`src/sv/mexp_pkg.sv`:
```
// shared state types for the modular exponentiation block
`timescale 1ns / 1ps

package mexp_pkg;

    // sequencer states of the top level
    typedef enum logic [2:0] {
        S_IDLE,
        S_BIT,
        S_WAIT_MUL,
        S_SQUARE,
        S_WAIT_SQ,
        S_OUT
    } t_seq_state;

    // states of the shared multiply and reduce unit
    typedef enum logic [1:0] {
        MM_IDLE,
        MM_MUL,
        MM_RED,
        MM_DONE
    } t_mm_state;

endpackage

```
`src/sv/mexp_mulmod.sv`:
```
// shared modular multiplier: one product, then bit-serial reduction
`timescale 1ns / 1ps

module mexp_mulmod #(
    parameter int WIDTH = 32
) (
    input  logic             i_clk,
    input  logic             i_rst_n,
    input  logic             i_start,
    input  logic [WIDTH-1:0] i_x,
    input  logic [WIDTH-1:0] i_y,
    input  logic [WIDTH-1:0] i_m,
    output logic             o_done,
    output logic [WIDTH-1:0] o_result
);
    import mexp_pkg::*;

    localparam int PW = 2 * WIDTH;
    localparam int CW = $clog2(PW);
    localparam logic [CW-1:0] LAST_BIT = CW'(PW - 1);

    t_mm_state       r_state, n_state;
    logic [WIDTH-1:0] r_x, r_y, r_m, r_rem;
    logic [PW-1:0]    r_prod;
    logic [CW-1:0]    r_cnt;
    logic [WIDTH:0]   w_rem2;
    logic [WIDTH:0]   w_rem_sub;
    logic [WIDTH-1:0] n_rem;
    logic             w_load, w_mul, w_red;

    // one step of the restoring reduction: shift in the next product bit
    always_comb begin
        w_rem2    = {r_rem, r_prod[PW-1]};
        w_rem_sub = w_rem2 - {1'b0, r_m};
        if (w_rem2 >= {1'b0, r_m}) begin
            n_rem = w_rem_sub[WIDTH-1:0];
        end else begin
            n_rem = w_rem2[WIDTH-1:0];
        end
    end

    always_comb begin
        n_state = r_state;
        unique case (r_state)
            MM_IDLE: if (i_start) n_state = MM_MUL;
            MM_MUL:  n_state = MM_RED;
            MM_RED:  if (r_cnt == '0) n_state = MM_DONE;
            MM_DONE: n_state = MM_IDLE;
            default: n_state = MM_IDLE;
        endcase
    end

    always_comb begin
        w_load = 1'b0;
        w_mul  = 1'b0;
        w_red  = 1'b0;
        o_done = 1'b0;
        unique case (r_state)
            MM_IDLE: w_load = i_start;
            MM_MUL:  w_mul  = 1'b1;
            MM_RED:  w_red  = 1'b1;
            MM_DONE: o_done = 1'b1;
            default: ;
        endcase
    end

    always_ff @(posedge i_clk) begin
        if (!i_rst_n) begin
            r_state <= MM_IDLE;
        end else begin
            r_state <= n_state;
        end
    end

    always_ff @(posedge i_clk) begin
        if (w_load) begin
            r_x <= i_x;
            r_y <= i_y;
            r_m <= i_m;
        end
        if (w_mul) begin
            r_prod <= PW'(r_x) * PW'(r_y);
            r_rem  <= '0;
            r_cnt  <= LAST_BIT;
        end
        if (w_red) begin
            r_rem  <= n_rem;
            r_prod <= {r_prod[PW-2:0], 1'b0};
            r_cnt  <= r_cnt - 1'b1;
        end
    end

    assign o_result = r_rem;

    a_rem_below_mod: assert property (@(posedge i_clk) disable iff (!i_rst_n)
        o_done |-> (r_rem < r_m))
        else $error("reduced value not below modulus");

    a_done_after_reduce: assert property (@(posedge i_clk) disable iff (!i_rst_n)
        o_done |-> $past(r_state) == MM_RED)
        else $error("done without a reduction pass");

    a_start_when_idle: assert property (@(posedge i_clk) disable iff (!i_rst_n)
        i_start |-> r_state == MM_IDLE)
        else $error("multiply request while unit busy");

endmodule

```
`src/sv/modular_exponentiation.sv`:
```
// modular exponentiation by right-to-left square-and-multiply
`timescale 1ns / 1ps

// computes base^exponent mod modulus with one shared modular multiplier. a
// request is taken when the block is idle; the block then scans the exponent
// from its lowest bit, multiplying the running result by the base on a set
// bit and squaring the base while higher bits remain. each modular multiply
// runs operand capture, one WIDTHxWIDTH product, 2*WIDTH steps of restoring
// reduction and done; the capture cycle is the sequencer step that starts
// it, and the top set bit skips its square. the bit-serial reduction in the
// shared unit sets most of the run time. a zero exponent or zero modulus goes
// straight to the output without the multiplier. exponent zero gives 1,
// modulus zero gives 0. the input is not ready again until the result has
// been taken.
module modular_exponentiation #(
    parameter int WIDTH = 32
) (
    input  logic                                i_clk,
    input  logic                                i_rst_n,
    input  logic                                s_axis_tvalid,
    output logic                                s_axis_tready,
    // fields from bit 0: base, exponent, modulus
    input  logic [((3*WIDTH+7)/8)*8-1:0]        s_axis_tdata,
    output logic                                m_axis_tvalid,
    input  logic                                m_axis_tready,
    // fields from bit 0: power_result
    output logic [((WIDTH+7)/8)*8-1:0]          m_axis_tdata
);
    import mexp_pkg::*;

    localparam int OUT_W = ((WIDTH + 7) / 8) * 8;

    t_seq_state       r_state, n_state;
    logic [WIDTH-1:0] r_base, r_exp, r_mod, r_acc, r_result;
    logic [WIDTH-1:0] n_base, n_exp, n_acc, n_result;

    // shared unit hookup
    logic             w_mm_start;
    logic [WIDTH-1:0] w_mm_x;
    logic             w_mm_done;
    logic [WIDTH-1:0] w_mm_result;

    logic w_in_req, w_out_req;
    logic w_exp_zero, w_mod_zero, w_upper_zero;

    assign w_in_req     = s_axis_tvalid && s_axis_tready;
    assign w_out_req    = m_axis_tvalid && m_axis_tready;
    assign w_exp_zero   = (r_exp == '0);
    assign w_mod_zero   = (r_mod == '0);
    // no set bits above the current one: the squared base is never needed
    assign w_upper_zero = (r_exp[WIDTH-1:1] == '0);

    // next state
    always_comb begin
        n_state = r_state;
        unique case (r_state)
            S_IDLE:     if (w_in_req) n_state = S_BIT;
            S_BIT: begin
                if (w_mod_zero || w_exp_zero) begin
                    n_state = S_OUT;
                end else if (r_exp[0]) begin
                    n_state = S_WAIT_MUL;
                end else begin
                    n_state = S_SQUARE;
                end
            end
            S_WAIT_MUL: if (w_mm_done) n_state = S_SQUARE;
            S_SQUARE: begin
                if (w_upper_zero) begin
                    n_state = S_BIT;
                end else begin
                    n_state = S_WAIT_SQ;
                end
            end
            S_WAIT_SQ:  if (w_mm_done) n_state = S_BIT;
            S_OUT:      if (w_out_req) n_state = S_IDLE;
            default:    n_state = S_IDLE;
        endcase
    end

    // outputs and datapath updates
    always_comb begin
        s_axis_tready = 1'b0;
        m_axis_tvalid = 1'b0;
        w_mm_start    = 1'b0;
        w_mm_x        = r_acc;
        n_base        = r_base;
        n_exp         = r_exp;
        n_acc         = r_acc;
        n_result      = r_result;
        unique case (r_state)
            S_IDLE: begin
                s_axis_tready = 1'b1;
                n_base        = s_axis_tdata[WIDTH-1:0];
                n_exp         = s_axis_tdata[2*WIDTH-1:WIDTH];
                n_acc         = WIDTH'(1);
            end
            S_BIT: begin
                if (w_mod_zero) begin
                    n_result = '0;
                end else if (w_exp_zero) begin
                    n_result = r_acc;
                end else if (r_exp[0]) begin
                    // multiply the running result by the base
                    w_mm_start = 1'b1;
                end
            end
            S_WAIT_MUL: if (w_mm_done) n_acc = w_mm_result;
            S_SQUARE: begin
                if (w_upper_zero) begin
                    n_exp = '0;
                end else begin
                    w_mm_start = 1'b1;
                    w_mm_x     = r_base;
                end
            end
            S_WAIT_SQ: begin
                if (w_mm_done) begin
                    n_base = w_mm_result;
                    n_exp  = r_exp >> 1;
                end
            end
            S_OUT:   m_axis_tvalid = 1'b1;
            default: ;
        endcase
    end

    always_ff @(posedge i_clk) begin
        if (!i_rst_n) begin
            r_state <= S_IDLE;
        end else begin
            r_state <= n_state;
        end
    end

    // payload registers, no reset needed
    always_ff @(posedge i_clk) begin
        r_base   <= n_base;
        r_exp    <= n_exp;
        r_acc    <= n_acc;
        r_result <= n_result;
        if (w_in_req) begin
            r_mod <= s_axis_tdata[3*WIDTH-1:2*WIDTH];
        end
    end

    // shared modular multiplier, second operand is always the base
    mexp_mulmod #(
        .WIDTH(WIDTH)
    ) u_mulmod (
        .i_clk   (i_clk),
        .i_rst_n (i_rst_n),
        .i_start (w_mm_start),
        .i_x     (w_mm_x),
        .i_y     (r_base),
        .i_m     (r_mod),
        .o_done  (w_mm_done),
        .o_result(w_mm_result)
    );

    assign m_axis_tdata = OUT_W'(r_result);

    a_done_only_waiting: assert property (@(posedge i_clk) disable iff (!i_rst_n)
        w_mm_done |-> (r_state == S_WAIT_MUL || r_state == S_WAIT_SQ))
        else $error("multiplier finished outside a wait state");

    a_zero_mod_result: assert property (@(posedge i_clk) disable iff (!i_rst_n)
        (r_state == S_BIT && w_mod_zero) |=> (m_axis_tvalid && r_result == '0))
        else $error("zero modulus did not give zero");

    a_request_starts_scan: assert property (@(posedge i_clk) disable iff (!i_rst_n)
        w_in_req |=> (r_state == S_BIT && r_acc == WIDTH'(1)))
        else $error("accepted request did not start the exponent scan");

endmodule

```
`config.mk`:
```
export PLATFORM = sky130hd
export DESIGN_NAME = modular_exponentiation
export DESIGN_NICKNAME = d
export VERILOG_FILES = /design/src/sv/mexp_pkg.sv /design/src/sv/mexp_mulmod.sv /design/src/sv/modular_exponentiation.sv
export SDC_FILE = /design/constraint.sdc
export NUM_CORES = 2
export LEC_CHECK = 0
export BUFFER_PORTS_ARGS = -buffer_cell sky130_fd_sc_hd__buf_2
export CAP_MARGIN = 20
export CORE_MARGIN = 2
export CORE_UTILIZATION = 35
export CTS_CLUSTER_SIZE = 25
export DETAILED_ROUTE_END_ITERATION = 6
export SLEW_MARGIN = 10
export SYNTH_ARGS = -nofsm -noshare
export SYNTH_HDL_FRONTEND = slang
export SYNTH_SLANG_ARGS = --single-unit
```
`constraint.sdc`:
```
create_clock -name i_clk -period 8.7 [get_ports i_clk]
set_input_delay 0.435 -clock i_clk [delete_from_list [all_inputs] [get_ports i_clk]]
set_output_delay 0.435 -clock i_clk [all_outputs]
set_load 0.03 [all_outputs]
```
==> impl_metrics.json <==
{
  "status": "completed",
  "startpoint": "u_mulmod.r_x[9]$_DFFE_PP_",
  "die_w_um": 379,
  "min_period_over_period": 0.953,
  "insertion_delay_ns": 0.58,
  "detailed_place_hpwl_mm": 107,
  "regToRegSetupSlack_ns": 0.41,
  "synth.lib_cells_used.distinct": 84,
  "clkSinkCount": 363,
  "grt_max_degree": 70,
  "avgViaCountPerCell": 4.89,
  "post_synth_instance_area_sq_um": 49300,
  "regToRegEndpoint": "u_mulmod.r_prod[63]$_DFFE_PP_",
  "syn_avg_cell_area_sq_um": 10.3,
  "worstHoldPathCells": 1,
  "clockBufferDepth": 3,
  "worst_setup_path_start_kind": "flop",
  "cp_data_required_time_ns": 8.99,
  "end_kind": "flop",
  "grt_overflow": 0,
  "skew_ns": 0.0393,
  "unrepaired_setup_endpoints_after_global_routing": "no",
  "io-pin-count": 134,
  "cp_max_fo": 15,
  "finalMaxSlewViolations": 0,
  "m1WireLength_mm": 57.3,
  "fmax_mhz": 121,
  "yosys_warnings": 0,
  "yosysTopAreaCell": "sky130_fd_sc_hd__fa_1",
  "area_delta_synth_final_pct": 9.49,
  "route.final.wire_length_mm": 130,
  "drt_drc_violations_left": 0,
  "numCtsBuffers": 41,
  "setup_cp_type": "flop to flop",
  "tritoncts": "yes",
  "drt_first_pass_iters": 7,
  "worst-slew-pin-transition_ns": 1.09,
  "chipHeight_um": 379,
  "cts_htree_levels": 2,
  "placed_cell_area_sq_um": 52300,
  "drive_above_1_share": 0.0920,
  "drtIter0Drc": 2084,
  "synth.net_count": 6099,
  "path_cells": "buf_4 -> buf_4 -> and2_1 -> fa_1 -> inv_1 -> fa_1 -> inv_1 -> fa_1 -> fa_1 -> fa_1 -> fa_1 -> fa_1 -> fa_1 -> ha_1 -> a21oi_1 -> o21ai_0 -> nor3_1 -> o21ai_1 -> o21ai_2 -> a211oi_1 -> or3_4 -> a311oi_2 -> xnor2_1 -> o21ai_1",
  "clkSlewWorstSetupHoldPaths_ns": 0.07,
  "initial_cell_density_of_the_core": 0.353,
  "core_sq_um": 140000,
  "cp_slowest_stage_delay_ns": 0.64,
  "synth_enable_flop_cells": 357,
  "critPathArrivalTime_ns": 8.59,
  "final_cell_area_sq_um": 54000,
  "worstReg2RegStart": "u_mulmod.r_x[9]$_DFFE_PP_",
  "maximum_capacitance_violations": 0,
  "detailroute.wirelength.met2_mm": 62.7,
  "r2r_cells": 24,
  "async_flop_share": 0,
  "grt_antenna_before_repair": 16,
  "topRoutingLayerUsed": "met5",
  "period_minus_slack_ns": 8.29,
  "report.final.hold_viol_count": 0,
  "ys_ff_latch": 363,
  "routed-via-count": 33110,
  "portBuffers": 133,
  "cts_root_buf": "sky130_fd_sc_hd__clkbuf_16",
  "drtAntennaViolNets": 0,
  "grt_util_all_layers": 0.187,
  "cp_slowest_cell": "sky130_fd_sc_hd__fa_1",
  "whs_ns": 0.0297,
  "vias_in_the_first_global_route": 36192,
  "wl_met3_mm": 7.04,
  "synth_cells": 4801,
  "synth_ff_type": "sky130_fd_sc_hd__edfxtp_1",
  "wire_per_inst_um": 19.3,
  "first_pass_grt_wire_length_mm": 209,
  "path_common_cell": "sky130_fd_sc_hd__fa_1",
  "die_area_sq_um": 144000,
  "register_area_share_after_synthesis": 0.220,
  "synth_area_leaders": "sky130_fd_sc_hd__fa_1, sky130_fd_sc_hd__edfxtp_1, sky130_fd_sc_hd__ha_1",
  "fp-row-count": 137,
  "hold_class": "input port to flop",
  "synth_top_area_frac": 0.364,
  "globalplace.congestion": 0.962,
  "final_net_count": 6157,
  "maxSlewHeadroom": 0.274,
  "finalSetupTns_ns": 0,
  "setup-violations-final": 0,
  "worst_setup_path_endpoint": "u_mulmod.r_prod[63]$_DFFE_PP_"
}
metrics by stage:
step | utilization | std cells | worst slack, ns
2_1_floorplan | - | 4801 | 1.50
3_3_place_gp | 0.374 | 6665 | 0.351
3_5_place_dp | 0.374 | 6667 | 0.262
4_1_cts | 0.385 | 6750 | 0.237
5_1_grt | 0.386 | 6765 | 0.0389
6_report | 0.386 | 6767 | 0.406
placed cells by master, fill, tap and decap left out, drive strengths merged, types with 37 or more instances in the layout:
master,instances
xor2,38
fa,897
nor2,72
nand2,581
and3,37
nor2b,71
clkbuf,49
buf,277
and2,597
ha,301
xnor2,49
a21o,48
a21oi,106
mux2,64
inv,905
o21ai,110
a22o,37
edfxtp,357
logic make-up after synthesis:
logic type                 count (synthesis)  synth area share
AOI/OAI and AO/OA                        416            0.0565
buffers and inverters                   1174            0.0933
adders and majority gates               1198             0.441
muxes                                     89            0.0197
and+or+nand+nor                         1474             0.154
xor gates and xnor gates                  87            0.0155
DFF                                      363             0.220
final cells by class:
class,instances,area [sq um]
antenna,2,5.00
sequential,363,10800
fill,13773,85700
multi-input combinational,3264,33900
tap,1876,2350
clock inverter,25,274
clock buffer,48,1050
inverter,901,3380
timing repair buffer,288,2120
state kept, by name, indices dropped and copies added, names as in the netlist:
register           flops
r_exp                 32
u_mulmod.r_cnt         6
u_mulmod.r_x          32
r_acc                 32
r_base                32
r_mod                 32
u_mulmod.r_y          32
m_axis_tdata          32
u_mulmod.r_state       2
u_mulmod.r_prod       64
u_mulmod.r_m          32
u_mulmod.o_result     32
r_state                3
worst min path at each step:
| stage | from | to | slack, ns |
|---|---|---|---|
| 2_1_floorplan | r_base[0]$_DFFE_PP_ | u_mulmod.r_y[0]$_DFFE_PP_ | 0.42 |
| 3_3_place_gp | r_base[31]$_DFFE_PP_ | u_mulmod.r_y[31]$_DFFE_PP_ | 0.42 |
| 3_5_place_dp | r_base[28]$_DFFE_PP_ | u_mulmod.r_y[28]$_DFFE_PP_ | 0.43 |
| 4_1_cts | s_axis_tdata[75] | r_mod[11]$_DFFE_PP_ | 0.0009 |
| 5_1_grt | s_axis_tdata[93] | r_mod[29]$_DFFE_PP_ | 0.008 |
| 6_report | s_axis_tdata[93] | r_mod[29]$_DFFE_PP_ | 0.03 |
metal layers:
metal  track usage  vias to the layer above
met2         0.315                      873
met5             0                        -
met3        0.0241                      157
met1         0.256                    17119
met4        0.0473                       12
li1              -                    14949
synthesized netlist by cell type, types with 8 or more instances:
library cell and n:
sky130_fd_sc_hd__inv_1 901, sky130_fd_sc_hd__fa_1 897, sky130_fd_sc_hd__and2_1 596, sky130_fd_sc_hd__nand2_1 581
sky130_fd_sc_hd__edfxtp_1 357, sky130_fd_sc_hd__ha_1 301, sky130_fd_sc_hd__clkbuf_1 239, sky130_fd_sc_hd__a21oi_1 104
sky130_fd_sc_hd__o21ai_0 97, sky130_fd_sc_hd__nor2_1 71, sky130_fd_sc_hd__nor2b_1 71, sky130_fd_sc_hd__mux2_2 64
sky130_fd_sc_hd__xnor2_1 49, sky130_fd_sc_hd__a21o_1 46, sky130_fd_sc_hd__xor2_1 38, sky130_fd_sc_hd__a22o_1 37
sky130_fd_sc_hd__and3_1 37, sky130_fd_sc_hd__nand4_1 35, sky130_fd_sc_hd__mux2i_1 25, sky130_fd_sc_hd__nor4_1 18
sky130_fd_sc_hd__nand3_1 17, sky130_fd_sc_hd__buf_6 15, sky130_fd_sc_hd__nor3_1 14, sky130_fd_sc_hd__o21a_1 12
sky130_fd_sc_hd__o21ai_1 11, sky130_fd_sc_hd__o31ai_1 11, sky130_fd_sc_hd__o21bai_1 10, sky130_fd_sc_hd__nand2b_1 9
sky130_fd_sc_hd__a21boi_0 8, sky130_fd_sc_hd__a31oi_1 8, sky130_fd_sc_hd__buf_2 8
critical path: cells and delay by family (launching register included):
kind            cells  cell delay, ns
compound gates      7            1.41
xor+xnor            1            0.16
fa+ha+maj           9            4.50
buf+inv             4            0.59
flops               1            0.56
simple gates        3            0.79
repair_timing:
action	4_1_cts	5_1_grt
gates resized for setup	0	3
buffers inserted	0	13
hold buffers	10	0
hold endpoints to repair	10	0
endpoints found under the setup margin	0	5
Power is not shown: default switching activity piles up to over one toggle a cycle in this logic, so the estimate is an artifact.
